<file path="src/hw/rtl/crc8fp_pkg.sv">
// Shared types, constants and the CRC-8 byte step for the framed speed receiver.
// Used by every module of the block; depends on nothing else.
`timescale 1ns / 1ps

package crc8fp_pkg;

	// Frame format and checksum.
	localparam logic [7:0] SYNC_BYTE = 8'hFF;
	localparam logic [7:0] CRC_POLY  = 8'hA6;
	localparam int         FRAME_W   = 32;

	// Serial divider geometry: the widest dividend is |speed| * 10000, below 2^29.
	localparam int DIV_N     = 29;
	localparam int DIVS_W    = 15;
	localparam int DIV_CNT_W = $clog2(DIV_N + 1);
	localparam int Q1_W      = 29;

	// Fixed-point scale of the intermediate duty fraction.
	localparam logic [DIVS_W-1:0] SCALE_UNIT = DIVS_W'(10000);

	// Scale-down by 10000 as a reciprocal multiplication. The scaled value is a
	// fraction below 10000 times the span (14 + 8 bits); with a shift of 34 the
	// rounded-up reciprocal gives the exact floor for every such value.
	localparam int          SCL_W     = 22;
	localparam int          RCP_W     = SCL_W + 21;
	localparam int          RCP_SHIFT = 34;
	localparam logic [20:0] RCP_MUL   = 21'd1717987;

	// Depth of the frame queue between front and back.
	localparam int QUEUE_DEPTH = 2;

	// Register map indexes (byte address / 4).
	localparam logic [1:0] REG_PWM_MIN    = 2'd0;
	localparam logic [1:0] REG_PWM_MAX    = 2'd1;
	localparam logic [1:0] REG_FULL_SPEED = 2'd2;

	// Register reset values.
	localparam logic [7:0]  PWM_MIN_RST    = 8'd20;
	localparam logic [7:0]  PWM_MAX_RST    = 8'd231;
	localparam logic [14:0] FULL_SPEED_RST = 15'd7580;

	// Request to and answer from the divider.
	typedef struct packed {
		logic              start;
		logic [DIV_N-1:0]  dividend;
		logic [DIVS_W-1:0] divisor;
	} div_req_t;

	typedef struct packed {
		logic             done;
		logic [DIV_N-1:0] quotient;
	} div_rsp_t;

	// One byte of the MSB-first CRC-8 with initial value handled by the caller.
	function automatic logic [7:0] crc8_byte(input logic [7:0] crc, input logic [7:0] b);
		logic [7:0] c;
		c = crc;
		for (int k = 7; k >= 0; k--) begin
			if (c[7] != b[k]) begin
				c = {c[6:0], 1'b0} ^ CRC_POLY;
			end else begin
				c = {c[6:0], 1'b0};
			end
		end
		return c;
	endfunction

endpackage

</file>
<file path="src/hw/rtl/crc8fp_front.sv">
// Front part: hunts for the sync byte, collects a frame and checks its CRC-8.
// Pushes each good frame into the queue. Depends on crc8fp_pkg.
`timescale 1ns / 1ps

module crc8fp_front
	import crc8fp_pkg::*;
(
	input  logic               clk,
	input  logic               arst_n,
	input  logic               in_valid,
	output logic               in_ready,
	input  logic [7:0]         in_byte,
	input  logic               queue_full,
	output logic               push,
	output logic [FRAME_W-1:0] push_frame
);

	localparam logic [2:0] PH_HUNT  = 3'd0;
	localparam logic [2:0] PH_D0    = 3'd1;
	localparam logic [2:0] PH_D1    = 3'd2;
	localparam logic [2:0] PH_D2    = 3'd3;
	localparam logic [2:0] PH_D3    = 3'd4;
	localparam logic [2:0] PH_CHECK = 3'd5;

	logic [2:0] phase_q;
	logic [7:0] crc_q;
	logic [7:0] data0_q, data1_q, data2_q, data3_q;
	logic       accept;

	// Only the check byte may have to wait for room in the queue.
	assign in_ready   = !((phase_q == PH_CHECK) && queue_full);
	assign accept     = in_valid && in_ready;
	assign push       = accept && (phase_q == PH_CHECK) && (in_byte == crc_q);
	assign push_frame = {data3_q, data2_q, data1_q, data0_q};

	// Frame phase and running CRC.
	always_ff @(posedge clk or negedge arst_n) begin
		if (!arst_n) begin
			phase_q <= PH_HUNT;
			crc_q   <= 8'd0;
		end else if (accept) begin
			case (phase_q)
				PH_D0: begin
					crc_q   <= crc8_byte(crc_q, in_byte);
					phase_q <= PH_D1;
				end
				PH_D1: begin
					crc_q   <= crc8_byte(crc_q, in_byte);
					phase_q <= PH_D2;
				end
				PH_D2: begin
					crc_q   <= crc8_byte(crc_q, in_byte);
					phase_q <= PH_D3;
				end
				PH_D3: begin
					crc_q   <= crc8_byte(crc_q, in_byte);
					phase_q <= PH_CHECK;
				end
				PH_CHECK: begin
					phase_q <= PH_HUNT;
				end
				default: begin
					// Hunting; unused codes behave the same way.
					if (in_byte == SYNC_BYTE) begin
						phase_q <= PH_D0;
						crc_q   <= 8'd0;
					end else begin
						phase_q <= PH_HUNT;
					end
				end
			endcase
		end
	end

	// Data bytes of the frame being collected.
	always_ff @(posedge clk) begin
		if (accept) begin
			case (phase_q)
				PH_D0:   data0_q <= in_byte;
				PH_D1:   data1_q <= in_byte;
				PH_D2:   data2_q <= in_byte;
				PH_D3:   data3_q <= in_byte;
				default: ;
			endcase
		end
	end

endmodule

</file>
<file path="src/hw/rtl/crc8fp_queue.sv">
// Short frame queue between the front and the back part.
// Depends on crc8fp_pkg for the frame width.
`timescale 1ns / 1ps

module crc8fp_queue
	import crc8fp_pkg::*;
#(
	parameter int DEPTH = QUEUE_DEPTH
) (
	input  logic               clk,
	input  logic               arst_n,
	input  logic               push,
	input  logic [FRAME_W-1:0] push_frame,
	input  logic               pop,
	output logic [FRAME_W-1:0] pop_frame,
	output logic               full,
	output logic               empty
);

	localparam int PTR_W = (DEPTH > 1) ? $clog2(DEPTH) : 1;
	localparam int CNT_W = $clog2(DEPTH + 1);
	localparam logic [PTR_W-1:0] LAST_PTR = PTR_W'(DEPTH - 1);

	logic [FRAME_W-1:0] mem_q [DEPTH];
	logic [PTR_W-1:0]   wr_ptr_q, rd_ptr_q;
	logic [CNT_W-1:0]   count_q;

	assign full      = (count_q == CNT_W'(DEPTH));
	assign empty     = (count_q == '0);
	assign pop_frame = mem_q[rd_ptr_q];

	// Pointers and fill count.
	always_ff @(posedge clk or negedge arst_n) begin
		if (!arst_n) begin
			wr_ptr_q <= '0;
			rd_ptr_q <= '0;
			count_q  <= '0;
		end else begin
			if (push) begin
				wr_ptr_q <= (wr_ptr_q == LAST_PTR) ? '0 : wr_ptr_q + 1'b1;
			end
			if (pop) begin
				rd_ptr_q <= (rd_ptr_q == LAST_PTR) ? '0 : rd_ptr_q + 1'b1;
			end
			if (push && !pop) begin
				count_q <= count_q + 1'b1;
			end else if (pop && !push) begin
				count_q <= count_q - 1'b1;
			end
		end
	end

	// Entry storage.
	always_ff @(posedge clk) begin
		if (push) begin
			mem_q[wr_ptr_q] <= push_frame;
		end
	end

endmodule

</file>
<file path="src/hw/rtl/crc8fp_div.sv">
// Restoring divider, one quotient bit per cycle, for the division by full_speed.
// Depends on crc8fp_pkg for widths and the request/answer structs.
`timescale 1ns / 1ps

module crc8fp_div
	import crc8fp_pkg::*;
(
	input  logic     clk,
	input  logic     arst_n,
	input  div_req_t req,
	output div_rsp_t rsp
);

	logic [DIV_N-1:0]     quo_q;
	logic [DIVS_W-1:0]    rem_q;
	logic [DIVS_W-1:0]    dvs_q;
	logic [DIV_CNT_W-1:0] cnt_q;
	logic                 busy_q;
	logic                 done_q;
	logic [DIVS_W:0]      trial;
	logic [DIVS_W:0]      diff;
	logic                 fits;

	// Shift the next dividend bit into the partial remainder and try to subtract.
	assign trial = {rem_q, quo_q[DIV_N-1]};
	assign diff  = trial - {1'b0, dvs_q};
	assign fits  = (trial >= {1'b0, dvs_q});

	assign rsp.done     = done_q;
	assign rsp.quotient = quo_q;

	always_ff @(posedge clk or negedge arst_n) begin
		if (!arst_n) begin
			busy_q <= 1'b0;
			done_q <= 1'b0;
			cnt_q  <= '0;
		end else begin
			done_q <= 1'b0;
			if (req.start) begin
				busy_q <= 1'b1;
				cnt_q  <= DIV_CNT_W'(DIV_N);
			end else if (busy_q) begin
				cnt_q <= cnt_q - 1'b1;
				if (cnt_q == DIV_CNT_W'(1)) begin
					busy_q <= 1'b0;
					done_q <= 1'b1;
				end
			end
		end
	end

	// Datapath: quotient bits replace dividend bits from the bottom.
	always_ff @(posedge clk) begin
		if (req.start) begin
			quo_q <= req.dividend;
			rem_q <= '0;
			dvs_q <= req.divisor;
		end else if (busy_q) begin
			rem_q <= fits ? diff[DIVS_W-1:0] : trial[DIVS_W-1:0];
			quo_q <= {quo_q[DIV_N-2:0], fits};
		end
	end

endmodule

</file>
<file path="src/hw/rtl/crc8fp_back.sv">
// Back part: turns each queued frame into direction bits and duty values.
// Depends on crc8fp_pkg and drives the divider crc8fp_div.
`timescale 1ns / 1ps

module crc8fp_back
	import crc8fp_pkg::*;
(
	input  logic               clk,
	input  logic               arst_n,
	input  logic [7:0]         pwm_min,
	input  logic [7:0]         pwm_max,
	input  logic [14:0]        full_speed,
	input  logic               queue_empty,
	input  logic [FRAME_W-1:0] queue_frame,
	output logic               pop,
	output div_req_t           div_req,
	input  div_rsp_t           div_rsp,
	output logic               out_valid,
	input  logic               out_ready,
	output logic               dir_right,
	output logic               dir_left,
	output logic [7:0]         duty_right,
	output logic [7:0]         duty_left
);

	localparam logic [2:0] S_IDLE = 3'd0;
	localparam logic [2:0] S_MUL1 = 3'd1;
	localparam logic [2:0] S_GO1  = 3'd2;
	localparam logic [2:0] S_DIV1 = 3'd3;
	localparam logic [2:0] S_MUL2 = 3'd4;
	localparam logic [2:0] S_RCP  = 3'd5;
	localparam logic [2:0] S_OFS  = 3'd6;
	localparam logic [2:0] S_DONE = 3'd7;

	logic [2:0]         state_q;
	logic               side_q;
	logic [FRAME_W-1:0] frame_q;
	logic [DIV_N-1:0]   prod_q;
	logic [Q1_W-1:0]    q1_q;
	logic               sat_q;
	logic [SCL_W-1:0]   scaled_q;
	logic [7:0]         q2_q;
	logic               dir_r_q, dir_l_q;
	logic [7:0]         duty_r_q, duty_l_q;
	logic               out_valid_q;
	logic               load_out;

	logic [15:0]        raw;
	logic [16:0]        mag;
	logic [30:0]        prod1;
	logic [SCL_W-1:0]   prod2;
	logic [RCP_W-1:0]   rcp_prod;
	logic [7:0]         span;
	logic [DIVS_W-1:0]  fs_eff;
	logic [8:0]         sum9;
	logic [7:0]         duty;

	// Speed of the current side, little-endian, and its magnitude.
	assign raw   = side_q ? frame_q[31:16] : frame_q[15:0];
	assign mag   = raw[15] ? (17'h10000 - {1'b0, raw}) : {1'b0, raw};
	assign prod1 = {14'd0, mag} * {16'd0, SCALE_UNIT};

	// Duty span, clamped at zero for inverted bounds; zero full speed acts as one.
	assign span   = (pwm_max >= pwm_min) ? (pwm_max - pwm_min) : 8'd0;
	assign fs_eff = (full_speed == 15'd0) ? DIVS_W'(1) : DIVS_W'(full_speed);

	// A fraction of 10000 or more already reaches the full span and saturates, so
	// only its low 14 bits are scaled; the divide by 10000 is a reciprocal multiply.
	assign prod2    = {8'd0, q1_q[13:0]} * {14'd0, span};
	assign rcp_prod = RCP_W'(scaled_q) * RCP_W'(RCP_MUL);

	// Offset and saturation of the final quotient.
	assign sum9 = {1'b0, q2_q} + {1'b0, pwm_min};
	assign duty = (sat_q || (sum9 > {1'b0, pwm_max})) ? pwm_max : sum9[7:0];

	assign pop = (state_q == S_IDLE) && !queue_empty;

	assign div_req.start    = (state_q == S_GO1);
	assign div_req.dividend = prod_q;
	assign div_req.divisor  = fs_eff;

	assign load_out = (state_q == S_DONE) && (!out_valid_q || out_ready);

	// Sequencer over the two sides of a frame.
	always_ff @(posedge clk or negedge arst_n) begin
		if (!arst_n) begin
			state_q <= S_IDLE;
			side_q  <= 1'b0;
		end else begin
			case (state_q)
				S_IDLE: begin
					if (!queue_empty) begin
						side_q  <= 1'b0;
						state_q <= S_MUL1;
					end
				end
				S_MUL1: state_q <= S_GO1;
				S_GO1:  state_q <= S_DIV1;
				S_DIV1: begin
					if (div_rsp.done) begin
						state_q <= S_MUL2;
					end
				end
				S_MUL2: state_q <= S_RCP;
				S_RCP:  state_q <= S_OFS;
				S_OFS: begin
					if (side_q) begin
						state_q <= S_DONE;
					end else begin
						side_q  <= 1'b1;
						state_q <= S_MUL1;
					end
				end
				S_DONE: begin
					if (load_out) begin
						state_q <= S_IDLE;
					end
				end
				default: state_q <= S_IDLE;
			endcase
		end
	end

	// Working datapath registers.
	always_ff @(posedge clk) begin
		if (pop) begin
			frame_q <= queue_frame;
		end
		if (state_q == S_MUL1) begin
			prod_q <= DIV_N'(prod1);
			if (side_q) begin
				dir_l_q <= raw[15];
			end else begin
				dir_r_q <= raw[15];
			end
		end
		if ((state_q == S_DIV1) && div_rsp.done) begin
			q1_q <= div_rsp.quotient[Q1_W-1:0];
		end
		if (state_q == S_MUL2) begin
			sat_q    <= (q1_q >= Q1_W'(SCALE_UNIT));
			scaled_q <= prod2;
		end
		if (state_q == S_RCP) begin
			q2_q <= rcp_prod[RCP_SHIFT +: 8];
		end
		if (state_q == S_OFS) begin
			if (side_q) begin
				duty_l_q <= duty;
			end else begin
				duty_r_q <= duty;
			end
		end
	end

	// Output register: holds a finished item until it is taken.
	always_ff @(posedge clk or negedge arst_n) begin
		if (!arst_n) begin
			out_valid_q <= 1'b0;
		end else if (load_out) begin
			out_valid_q <= 1'b1;
		end else if (out_ready) begin
			out_valid_q <= 1'b0;
		end
	end

	always_ff @(posedge clk) begin
		if (load_out) begin
			dir_right  <= dir_r_q;
			dir_left   <= dir_l_q;
			duty_right <= duty_r_q;
			duty_left  <= duty_l_q;
		end
	end

	assign out_valid = out_valid_q;

endmodule

</file>
<file path="src/hw/rtl/crc8_framed_dual_speed_to_pwm.sv">
// Flow: a frame waits in the queue until the back part is idle; each side then runs a multiply by 10000,
// a serial division by full_speed, a span multiply and a reciprocal multiply, and the result is offered
// once the output register is free. Throughput: the front takes one byte per cycle and holds a check
// byte only while the queue is full; the back finishes a frame before it pops the next, and QUEUE_DEPTH
// frames plus the output register absorb bursts. Reset: arst_n clears the frame phase, CRC, queue and
// result valid at once and loads the register defaults (pwm_min 20, pwm_max 231, full_speed 7580).
`timescale 1ns / 1ps

module crc8_framed_dual_speed_to_pwm
	import crc8fp_pkg::*;
#(
	parameter int QUEUE_DEPTH_P = QUEUE_DEPTH
) (
	input  logic        clk,
	input  logic        arst_n,
	// Received bytes.
	input  logic        s_axis_tvalid,
	output logic        s_axis_tready,
	input  logic [7:0]  s_axis_tdata,   // [7:0] rx_byte
	// Results.
	output logic        m_axis_tvalid,
	input  logic        m_axis_tready,
	output logic [23:0] m_axis_tdata,   // [0] dir_right, [1] dir_left,
	                                    // [9:2] duty_right, [17:10] duty_left, [23:18] zero
	// Register port.
	input  logic        psel,
	input  logic        penable,
	input  logic        pwrite,
	input  logic [3:0]  paddr,
	input  logic [31:0] pwdata,
	output logic [31:0] prdata,
	output logic        pready
);

	logic [7:0]         pwm_min_q;
	logic [7:0]         pwm_max_q;
	logic [14:0]        full_speed_q;
	logic               cfg_write;

	logic               push, pop, queue_full, queue_empty;
	logic [FRAME_W-1:0] push_frame, pop_frame;
	div_req_t           div_req;
	div_rsp_t           div_rsp;
	logic               dir_right, dir_left;
	logic [7:0]         duty_right, duty_left;

	// Register port: zero wait states.
	assign pready    = 1'b1;
	assign cfg_write = psel && penable && pwrite && pready;

	always_ff @(posedge clk or negedge arst_n) begin
		if (!arst_n) begin
			pwm_min_q    <= PWM_MIN_RST;
			pwm_max_q    <= PWM_MAX_RST;
			full_speed_q <= FULL_SPEED_RST;
		end else if (cfg_write) begin
			case (paddr[3:2])
				REG_PWM_MIN:    pwm_min_q    <= pwdata[7:0];
				REG_PWM_MAX:    pwm_max_q    <= pwdata[7:0];
				REG_FULL_SPEED: full_speed_q <= pwdata[14:0];
				default: ;
			endcase
		end
	end

	always_comb begin
		case (paddr[3:2])
			REG_PWM_MIN:    prdata = {24'd0, pwm_min_q};
			REG_PWM_MAX:    prdata = {24'd0, pwm_max_q};
			REG_FULL_SPEED: prdata = {17'd0, full_speed_q};
			default:        prdata = 32'd0;
		endcase
	end

	crc8fp_front u_front (
		.clk        (clk),
		.arst_n     (arst_n),
		.in_valid   (s_axis_tvalid),
		.in_ready   (s_axis_tready),
		.in_byte    (s_axis_tdata),
		.queue_full (queue_full),
		.push       (push),
		.push_frame (push_frame)
	);

	crc8fp_queue #(
		.DEPTH (QUEUE_DEPTH_P)
	) u_queue (
		.clk        (clk),
		.arst_n     (arst_n),
		.push       (push),
		.push_frame (push_frame),
		.pop        (pop),
		.pop_frame  (pop_frame),
		.full       (queue_full),
		.empty      (queue_empty)
	);

	crc8fp_div u_div (
		.clk    (clk),
		.arst_n (arst_n),
		.req    (div_req),
		.rsp    (div_rsp)
	);

	crc8fp_back u_back (
		.clk         (clk),
		.arst_n      (arst_n),
		.pwm_min     (pwm_min_q),
		.pwm_max     (pwm_max_q),
		.full_speed  (full_speed_q),
		.queue_empty (queue_empty),
		.queue_frame (pop_frame),
		.pop         (pop),
		.div_req     (div_req),
		.div_rsp     (div_rsp),
		.out_valid   (m_axis_tvalid),
		.out_ready   (m_axis_tready),
		.dir_right   (dir_right),
		.dir_left    (dir_left),
		.duty_right  (duty_right),
		.duty_left   (duty_left)
	);

	assign m_axis_tdata = {6'd0, duty_left, duty_right, dir_left, dir_right};

endmodule

</file>
<file path="config.mk">
export PLATFORM = sky130hd
export DESIGN_NAME = crc8_framed_dual_speed_to_pwm
export DESIGN_NICKNAME = d
export VERILOG_FILES = /design/src/hw/rtl/crc8fp_pkg.sv /design/src/hw/rtl/crc8fp_front.sv /design/src/hw/rtl/crc8fp_queue.sv /design/src/hw/rtl/crc8fp_div.sv /design/src/hw/rtl/crc8fp_back.sv /design/src/hw/rtl/crc8_framed_dual_speed_to_pwm.sv
export SDC_FILE = /design/constraint.sdc
export NUM_CORES = 1
export LEC_CHECK = 0
export ABC_AREA = 1
export BUFFER_PORTS_ARGS = -buffer_cell sky130_fd_sc_hd__clkbuf_2
export CAP_MARGIN = 20
export CELL_PAD_IN_SITES_DETAIL_PLACEMENT = 1
export CELL_PAD_IN_SITES_GLOBAL_PLACEMENT = 2
export CORE_ASPECT_RATIO = 2
export CORE_MARGIN = 10
export CORE_UTILIZATION = 38
export CTS_BUF_LIST = sky130_fd_sc_hd__clkbuf_4 sky130_fd_sc_hd__clkbuf_8
export CTS_CLUSTER_SIZE = 10
export DETAILED_ROUTE_END_ITERATION = 10
export PLACE_DENSITY = 0.91
export SLEW_MARGIN = 20
export SYNTH_ARGS = -nofsm -noshare
export SYNTH_HDL_FRONTEND = slang
export SYNTH_HIERARCHICAL = 1
export SYNTH_SLANG_ARGS = --single-unit
</file>
<file path="constraint.sdc">
create_clock -name clk -period 5.6 [get_ports clk]
set_clock_uncertainty 0.15 [all_clocks]
set_input_delay 0 -clock clk [delete_from_list [all_inputs] [get_ports clk]]
set_output_delay 0 -clock clk [all_outputs]
set_load 0.05 [all_outputs]
</file>
Yosys cells after proc, flatten, opt, wreduce, memory -nomap -nowiden --
Memory sizes are Yosys's and may differ from the RTL's. A register that Yosys moved wholly into a read port is not among the register bits. Index checks and enable logic that the tools add are counted.
Storage, ports and cells: flip-flop bits (word level) 270, bits in writable memories 64, input bits 51, output and inout bits 59, logic and storage cells 294, memories kept 1
Memory list:
- u_queue.mem_q | words 2, bits a word 32, rd ports 1, clocked after memory_dff 1, wr ports 1, line crc8fp_queue.sv:24 | logic [FRAME_W-1:0] mem_q [DEPTH];
Operators by class: $add $sub $neg 9, $mul 3, magnitude comparators 4, eq/ne operators 50, muxes and demuxes 120, bitwise operators 31, reduce and logical (&&, ||, !) cells 41
Operators with widths (count):
- 8-bit two-way mux | 88
- 4-bit inverter | 29
- 29-bit two-way mux | 2
- 15-bit case mux with 3 select lines | 1
- 22-bit by 21-bit multiplier with 42-bit output, second input constant | 1
- 8-bit case mux with 5 select lines | 1
- 29-bit by 14-bit >= comparator with 1-bit output, second input constant | 1
- 1-bit != test | 29
- 17-bit by 10-bit multiplier with 25-bit output, second input constant | 1
- 3-bit case mux with 8 select lines | 1
- 2-bit AND reduction | 12
- 14-bit by 8-bit multiplier with 22-bit output | 1
- 3-bit == test, second input constant | 6
- 17-bit two-way mux | 1
- 17-bit by 16-bit subtractor with 17-bit output, first input constant | 1
- 16-bit by 15-bit >= comparator with 1-bit output | 1
- 16-bit two-way mux | 1
- 15-bit logical NOT | 1
- 15-bit two-way mux | 1
- 3-bit case mux with 5 select lines | 1
- 15-bit subtractor | 1
- 1-bit two-way mux | 14
- 3-bit by 2-bit == test with 1-bit output, second input constant | 4
- 3-bit two-way mux | 4
- 28 further kinds | 55

Depth between registers and ports, before layout --
Gate-level depths: netlist of the first run.
word-level depth 32, depth in mapped cells 34, mapped depth without buffers 34

Hierarchy --
The synthesis of the first run kept the hierarchy.
By module, submodules not included:
- crc8fp_back | times used 1, cells each 2547, area each 22105.0 µm², seq. area each 4719.5 µm²
- crc8fp_div | times used 1, cells each 484, area each 3774.9 µm², seq. area each 1796.7 µm²
- crc8fp_queue | times used 1, cells each 125, area each 2668.8 µm², seq. area each 2021.9 µm²
- crc8fp_front | times used 1, cells each 202, area each 1990.7 µm², seq. area each 1211.2 µm²
- crc8_framed_dual_speed_to_pwm | times used 1, cells each 218, area each 1680.4 µm², seq. area each 795.8 µm²

Worst setup path before layout of the first run --
Ideal clock, no wire load.
path type register to register, start point reg pwm_max_q[0], end point reg u_back.scaled_q[19], data pin, setup time 252 ps, data arrival time 5322 ps, required time 5198 ps, setup slack -124 ps, stages on the path, launching flop included 28, path buffers 1, clock period less this slack 5724 ps, cells stage by stage dfstp_2 > inv_1 > ha_1 > inv_1 > fa_1 > nand2_1 > inv_1 > o21ai_0 > nand2_1 > a21oi_1 > or2_2 > nand3_1 > buf_2 > nor2_1 > fa_1 > fa_1 > fa_1 > inv_1 > fa_1 > inv_1 > ha_1 > nand2_1 > o21ai_0 > nor2_1 > o21ai_0 > nand2_1 > nand3_1 > nand2_1
Between the ends: cells in the longest elaborated chain, start to end 3, elaborated cells between the ends (all ways) 4, those cells by class 1 x add/sub; 1 x mul; 1 x order compare; 1 x mux
RTL lines:
- from (decl) | line crc8_framed_dual_speed_to_pwm.sv:36 | logic [7:0] pwm_max_q;
- from (signal assigned) | line crc8_framed_dual_speed_to_pwm.sv:59 | REG_PWM_MAX: pwm_max_q <= pwdata[7:0];
- 8-bit subtractor / 8-bit >= comparator (equally long branches) | line crc8fp_back.sv:64 | assign span = (pwm_max >= pwm_min) ? (pwm_max - pwm_min) : 8'd0;
- 8-bit two-way mux * | line crc8fp_back.sv:64
- 14-bit by 8-bit multiplier with 22-bit output * | line crc8fp_back.sv:69 | assign prod2 = {8'd0, q1_q[13:0]} * {14'd0, span};
- named net u_back.prod2[19] | line crc8fp_back.sv:51 | logic [SCL_W-1:0] prod2;
- to (signal assigned) | line crc8fp_back.sv:142 | scaled_q <= prod2;
- to (decl) | line crc8fp_back.sv:41 | logic [SCL_W-1:0] scaled_q;
The timed path passes the listed nets; every way through them passes the cells marked *. A chain may end at the register's enable or synchronous reset.

Worst setup path after layout of the first run --
start point reg u_back.side_q, end point reg u_back.prod_q[27], data pin
Between the ends: cells in the longest elaborated chain, start to end 4
RTL lines:
- from (decl) | line crc8fp_back.sv:36 | logic side_q;
- from (signal assigned) | line crc8fp_back.sv:88 | side_q <= 1'b0;
- from (signal assigned) | line crc8fp_back.sv:93 | side_q <= 1'b0;
- from (signal assigned) | line crc8fp_back.sv:110 | side_q <= 1'b1;
- 16-bit two-way mux * | line crc8fp_back.sv:59 | assign raw = side_q ? frame_q[31:16] : frame_q[15:0];
- 17-bit by 16-bit subtractor with 17-bit output | line crc8fp_back.sv:60 | assign mag = raw[15] ? (17'h10000 - {1'b0, raw}) : {1'b0, raw};
- 17-bit two-way mux * | line crc8fp_back.sv:60
- 17-bit by 10-bit multiplier with 25-bit output * | line crc8fp_back.sv:61 | assign prod1 = {14'd0, mag} * {16'd0, SCALE_UNIT};
- named net u_back.prod1[27] | line crc8fp_back.sv:50 | logic [30:0] prod1;
- to (signal assigned) | line crc8fp_back.sv:130 | prod_q <= DIV_N'(prod1);
- to (decl) | line crc8fp_back.sv:38 | logic [DIV_N-1:0] prod_q;
Marks and branches as above.

==> results of run 1 <==
-- cell usage after synthesis, drive strengths merged (13+ instances only) --
cell,number,share of area [%]
a21oi,84,1.3
buf,54,1.4
ha,341,13
fa,289,18
inv,842,9.8
dfstp,16,1.3
xnor2,17,0.46
nand2,858,10
clkbuf,22,0.26
o21bai,15,0.35
dfrtp,41,3.2
o21ai,60,0.96
dfxtp,15,0.93
mux2,32,1.5
nand4,39,0.78
nor3,28,0.50
nand3,150,2.5
nor4,13,0.25
nor2,264,3.2
edfxtp,293,27
xor2,48,1.4
-- cell families (layout without fill, tap and decap cells) --
kind of cell	after synthesis	after routing	synth area share (%)
fa+ha+maj	630	630	31.2
buf+inv	920	1522	11.5
xor+xnor	65	65	1.81
compound gates	189	189	3.32
simple gates	1371	1372	17.9
flops	365	365	32.7
mux	32	32	1.46
other cells	4	33	0.0466
-- flip-flops by register name (all words and copies together) (netlist names), 22 cells and up --
signal           count
u_back/frame_q      32
u_back/prod_q       25
u_back/q1_q         29
u_back/scaled_q     22
u_div/quo_q         29
u_queue/mem_q       64
-- per-layer routing --
| layer | vias up | GRT usage, % | share of wire [%] |
|---|---|---|---|
| met2 | 1018 | 48.2 | 56 |
| li1 | 12226 | - | - |
| met3 | 706 | 3.14 | 3.7 |
| met4 | 0 | 21.6 | 12 |
| met5 | - | 0 | 0 |
| met1 | 13602 | 18.8 | 29 |
-- through the flow --
| step | area (um^2) | instances |
|---|---|---|
| after detailed placement | 36200 | 5019 |
| after global routing | 42100 | 5279 |
| after CTS | 40300 | 5240 |
| after global placement | 36200 | 5019 |
| after floorplan | 32300 | 3604 |
| final | 42100 | 5279 |
-- final timing paths --
path	startpoint	to	slack [ps]	cells past startpoint
min reg2reg	u_back/duty_l_q[1]$_DFFE_PP_	u_back/duty_left[1]$_DFFE_PP_	270	0
max	u_back/side_q$_DFFE_PN0P_	u_back/prod_q[27]$_DFFE_PN_	-490	27
max in group asynchronous	arst_n	u_back/side_q$_DFFE_PN0P_	4280	4
min	pwdata[3]	pwm_min_q[3]$_DFFE_PN0P_	60	4
max reg2reg	u_back/side_q$_DFFE_PN0P_	u_back/prod_q[27]$_DFFE_PN_	-490	27
min in group asynchronous	arst_n	u_front/crc_q[2]$_DFFE_PN0P_	390	4
-- area by class of cell --
class / count / area [um^2]
antenna: 1 / 2.50
clock buffer: 72 / 897
clock inverter: 21 / 186
fill: 9396 / 42300
inverter: 844 / 3210
multi-input combinational: 2320 / 21200
sequential: 365 / 10500
tap: 1071 / 1340
timing repair buffer: 585 / 4710
-- worst min-delay path, cell delays in order --
cell	delay [ps]
dlygate4sd3_1	550
clkbuf_2	170
nand2_1	60
nand2_1	60
-- timing repair --
| item | CTS | global route |
|---|---|---|
| hold buffers | 72 | 0 |
| pin swaps | 253 | 207 |
| cloned | 2 | 2 |
| endpoints found under the setup margin | 37 | 38 |
| resized for setup | 415 | 358 |
| endpoints found under the hold margin | 185 | 0 |
| setup buffers | 55 | 39 |
==> metrics.cfg, run 1 <==
[run_status]
run_status = complete, but fails checks
violations = setup timing

[global_routing]
grt_antenna_before_repair = 1
grt_max_degree = 58
grt_usage_pct = 23.9
grt-ovfl-total = 0
grt_pass1_wl_um = 176000
grt_pass1_vias = 31215

[drt]
drc = 0
wl_per_cell_um = 24.5
dr_total_vias = 27552
wl_um = 129000
detail-route-antenna-nets = 0
first_pass_iters = 5
first_iter_violations = 1236
avgViaCountPerCell = 5.22

[placed_design]
place_congestion = 0.961
dp_slack_ps = -627
port_buffers = 66
place_hpwl_um = 89500

[finish]
final_common_cell = inv_1
area_growth_pct = 30.7
fin_util_pct = 49.9
layout_common_cells = inv_1, nand2_1, buf_4
fin_nets = 4849
drive_gt1_share_pct = 30.1

[synthesis]
async_flop_share_pct = 15.6
ys_ff_latch = 365
synth_cell_types = 60
syn_inst = 3576
yosys_most_used_dff = edfxtp_1
syn_avg_cell_area_um2 = 9.01
synth-edff-count = 293
synth_seq_area_share_pct = 32.7
syn_area_mm2 = 0.0322
synth_warnings = 6

[floorplanning]
die_x_um = 226
ios = 110
fp.dieArea_mm2 = 0.0975
die_height_um = 432
core_area_mm2 = 0.0845
rows = 151
start_util_pct = 38.2

[setup_path]
cp-end-kind = register
critical_path_arrival_ps = 6340
cp_common_cell = inv_1
critPathLaunchType = register
cp.required_ps = 5860
path_class = register to register
worst-path-buf-inv = 11
slowest_delay_ps = 620
cp_max_fo = 8
crit_family = adder cells
slowest_stage = fa_1

[cts]
cts.sinks = 365
clk-insertion-delay-late_ps = 710
cts_tree = done
clk_pin_slew_ps = 70
cts_root_buf = clkbuf_8
cts_max_path_buffers = 3
numCtsBuffers = 52
cts_htree_levels = 2

[sta]
final_max_slew_viol_count = 0
finalCritPeriodShare_pct = 109
max_freq_mhz = 164
slew_headroom_pct = 25.4
min_period_ps = 6090
setup_tns_ps = -9160
setup_viol_count_final = 38
rsz0062_at_grt = yes
setup_ws_ps = -489
worst_hold_slack_ps = 56.6
hold_viol = 0
max_slew.worst_pin.slew_ps = 1120

[flow_run]
maxCapViolations = 0

[worst_hold_path]
hold_path.class = input pin to register

Power of run 1 is not shown: default switching activity piles up to over one toggle a cycle in this logic, so the estimate is an artifact.
==> run 2: changes to the inputs <==
--- a/config.mk
+++ b/config.mk
@@ -16,6 +16,7 @@
 export CTS_BUF_LIST = sky130_fd_sc_hd__clkbuf_4 sky130_fd_sc_hd__clkbuf_8
 export CTS_CLUSTER_SIZE = 10
 export DETAILED_ROUTE_END_ITERATION = 10
+export MAX_ROUTING_LAYER = met4
 export PLACE_DENSITY = 0.91
 export SLEW_MARGIN = 20
 export SYNTH_ARGS = -nofsm -noshare
==> metrics.cfg, run 2 (same netlist as run 1, synthesis figures left out) <==
[run_status]
run_status = complete, but fails checks  ; unchanged
violations = setup timing  ; unchanged

[cts]
cts_tree = done  ; unchanged
cts_max_path_buffers = 3  ; unchanged
cts_htree_levels = 2  ; unchanged
cts_root_buf = clkbuf_8  ; unchanged
clk_pin_slew_ps = 80  ; was 70 ps
clk-insertion-delay-late_ps = 740  ; was 710 ps
cts.sinks = 365  ; unchanged
numCtsBuffers = 55  ; was 52

[finish]
final_area_mm2 = 0.0417  ; was 0.0421 mm^2
largest_reg_flops = 64  ; unchanged
fin_nets = 4850  ; was 4,849
drive_gt1_share_pct = 27.6  ; was 30.1%
largest-register = u_queue/mem_q  ; unchanged
layoutNonFillerInstCount = 5289  ; was 5,279
largestRegisters = u_queue/mem_q x64, u_back/frame_q x32  ; unchanged
layout_common_cells = inv_1, nand2_1, buf_4  ; unchanged
area_growth_pct = 29.5  ; was 30.7%
final_common_cell = inv_1  ; unchanged

[drt]
dr_total_vias = 27355  ; was 27,552
avgViaCountPerCell = 5.17  ; was 5.22
detail-route-antenna-nets = 0  ; unchanged
wl_um = 126000  ; was 129,000 um
first_iter_violations = 1158  ; was 1,236
wl_per_cell_um = 23.8  ; was 24.5 um
drc = 0  ; unchanged
first_pass_iters = 5  ; unchanged

[worst_hold_path]
hold_start = pwdata[3]  ; unchanged
hold_path_end = pwm_min_q[3]$_DFFE_PN0P_  ; unchanged
hold_depth = 4  ; unchanged
hold_path.class = input pin to register  ; unchanged

[sta]
slew_headroom_pct = 25.4  ; about the same
min_period_ps = 5980  ; was 6090 ps
hold_viol = 0  ; unchanged
setup_tns_ps = -6960  ; was -9160 ps
max_slew.worst_pin.slew_ps = 1120  ; about the same
max_freq_mhz = 167  ; was 164 MHz
finalCritPeriodShare_pct = 107  ; was 109%
rsz0062_at_grt = yes  ; unchanged
setup_viol_count_final = 32  ; was 38
setup_ws_ps = -377  ; was -489 ps
final_max_slew_viol_count = 0  ; unchanged

[placed_design]
place_hpwl_um = 90400  ; was 89,500 um
port_buffers = 66  ; unchanged
post_dp_cell_area_mm2 = 0.0362  ; about the same
dpl.cell_count = 5017  ; was 5,019
place_congestion = 0.982  ; was 0.961
dp_slack_ps = -747  ; was -627 ps

[setup_path]
path_class = register to register  ; unchanged
worst-path-buf-inv = 3  ; was 11
regToRegEndpoint = u_back/q2_q[0]$_DFFE_PP_  ; was u_back/prod_q[27]$_DFFE_PN_
cp.required_ps = 5900  ; was 5860 ps
reg2reg_from = u_back/scaled_q[10]$_DFFE_PP_  ; was u_back/side_q$_DFFE_PN0P_
crit_family = adder cells  ; unchanged
reg2reg_depth = 19  ; was 27
cp_max_fo = 4  ; was 8
slowest_delay_ps = 570  ; was 620 ps
cp-end-kind = register  ; unchanged
slowest_stage = fa_1  ; unchanged
cp_common_cell = fa_1  ; was inv_1
critical_path_arrival_ps = 6280  ; was 6340 ps
critPathLaunchType = register  ; unchanged
crit_path_cell_trace = buf_4 -> ha_4 -> fa_1 -> inv_1 -> fa_1 -> fa_1 -> inv_1 -> fa_1 -> fa_1 -> fa_1 -> ha_4 -> a21oi_1 -> o21bai_1 -> a21oi_1 -> nor2_1 -> nor2_1 -> nand2_1 -> nand2_1 -> nand2_1
ff2ff_setup_slack_ps = -380  ; was -490 ps

[floorplanning]
fp.dieArea_mm2 = 0.0975  ; unchanged
rows = 151  ; unchanged
core_area_mm2 = 0.0845  ; unchanged
die_x_um = 226  ; unchanged
start_util_pct = 38.2  ; unchanged
die_height_um = 432  ; unchanged
ios = 110  ; unchanged

[flow_run]
maxCapViolations = 0  ; unchanged

[global_routing]
grt-ovfl-total = 0  ; unchanged
grt_usage_pct = 24.6  ; was 23.9%
grt_max_degree = 58  ; unchanged
grt_pass1_wl_um = 175000  ; was 176,000 um
grt_pass1_vias = 31140  ; was 31,215
grt_antenna_before_repair = 2  ; was 1

==> run 2: cell count changes in the layout (fill, tap and decap cells not counted), moves of 6 or more <==
cell | before | now
fa_2 | 30 | 18
nor2_1 | 174 | 194
nor2_4 | 42 | 31
inv_1 | 736 | 758
nor2_2 | 47 | 38
fa_1 | 259 | 271
a21oi_4 | 13 | 7
nand2_2 | 108 | 80
nand2_1 | 704 | 737
ha_1 | 242 | 260
inv_2 | 92 | 76
ha_4 | 96 | 78
==> run 2: how the worst max path moves through the flow <==
stage | from | endpoint | slack (ps) | depth (start not counted)
after floorplan | pwm_max_q[0]$_DFFE_PN1P_ | u_back/scaled_q[19]$_DFFE_PP_ | 6 | 28
after global placement | pwm_max_q[0]$_DFFE_PN1P_ | u_back/scaled_q[19]$_DFFE_PP_ | -550 | 28
after detailed placement | pwm_max_q[0]$_DFFE_PN1P_ | u_back/scaled_q[19]$_DFFE_PP_ | -750 | 28
after CTS | u_back/scaled_q[15]$_DFFE_PP_ | u_back/q2_q[2]$_DFFE_PP_ | -140 | 20
after global routing | u_back/scaled_q[10]$_DFFE_PP_ | u_back/q2_q[0]$_DFFE_PP_ | -550 | 19
final | u_back/scaled_q[10]$_DFFE_PP_ | u_back/q2_q[0]$_DFFE_PP_ | -380 | 19
==> run 2: area by class of cell <==
cell class / instances / area [um^2]
inverter: 844 / 3200
multi-input combinational: 2320 / 20700
tap: 1071 / 1340
timing repair buffer: 583 / 4700
sequential: 365 / 10500
clock buffer: 69 / 862
fill: 9544 / 42700
antenna: 2 / 5.00
clock inverter: 35 / 352
==> run 2: metal layers <==
layer	GRT usage (%)	vias up	share of wire, %
met4	21.2	0	11
met2	48.5	841	57
li1	-	12240	-
met1	18.6	13636	29
met3	3.41	638	3.5
met5	-	-	0
==> run 2: metrics by stage <==
| stage | util, % | hold slack, ps |
|---|---|---|
| final | 49.4 | 20.2 |
| after global routing | 49.4 | 26.0 |
| after CTS | 47.4 | 12.7 |
| after detailed placement | 42.8 | 46.0 |
| after global placement | 42.8 | 40.8 |
| after floorplan | - | -446 |
==> run 2: repair_timing <==
item / in CTS / in global routing
gates cloned: 2 / 2
setup buffers: 42 / 52
pin swaps: 191 / 162
endpoints found under the hold margin: 179 / 0
hold buffers: 72 / 0
setup endpoints to repair: 36 / 38
gates resized for setup: 350 / 288
==> run 2: worst reg2reg max path: stages, from the launching register on <==
cell and delay [ps]:
edfxtp_1 450, buf_4 190, ha_4 290, fa_1 550, inv_1 70, fa_1 470
fa_1 520, inv_1 60, fa_1 550, fa_1 470, fa_1 570, ha_4 230
a21oi_1 310, o21bai_1 240, a21oi_1 180, nor2_1 60, nor2_1 170, nand2_1 70
nand2_1 60, nand2_1 50
Power of run 2 is left out for the same reason.
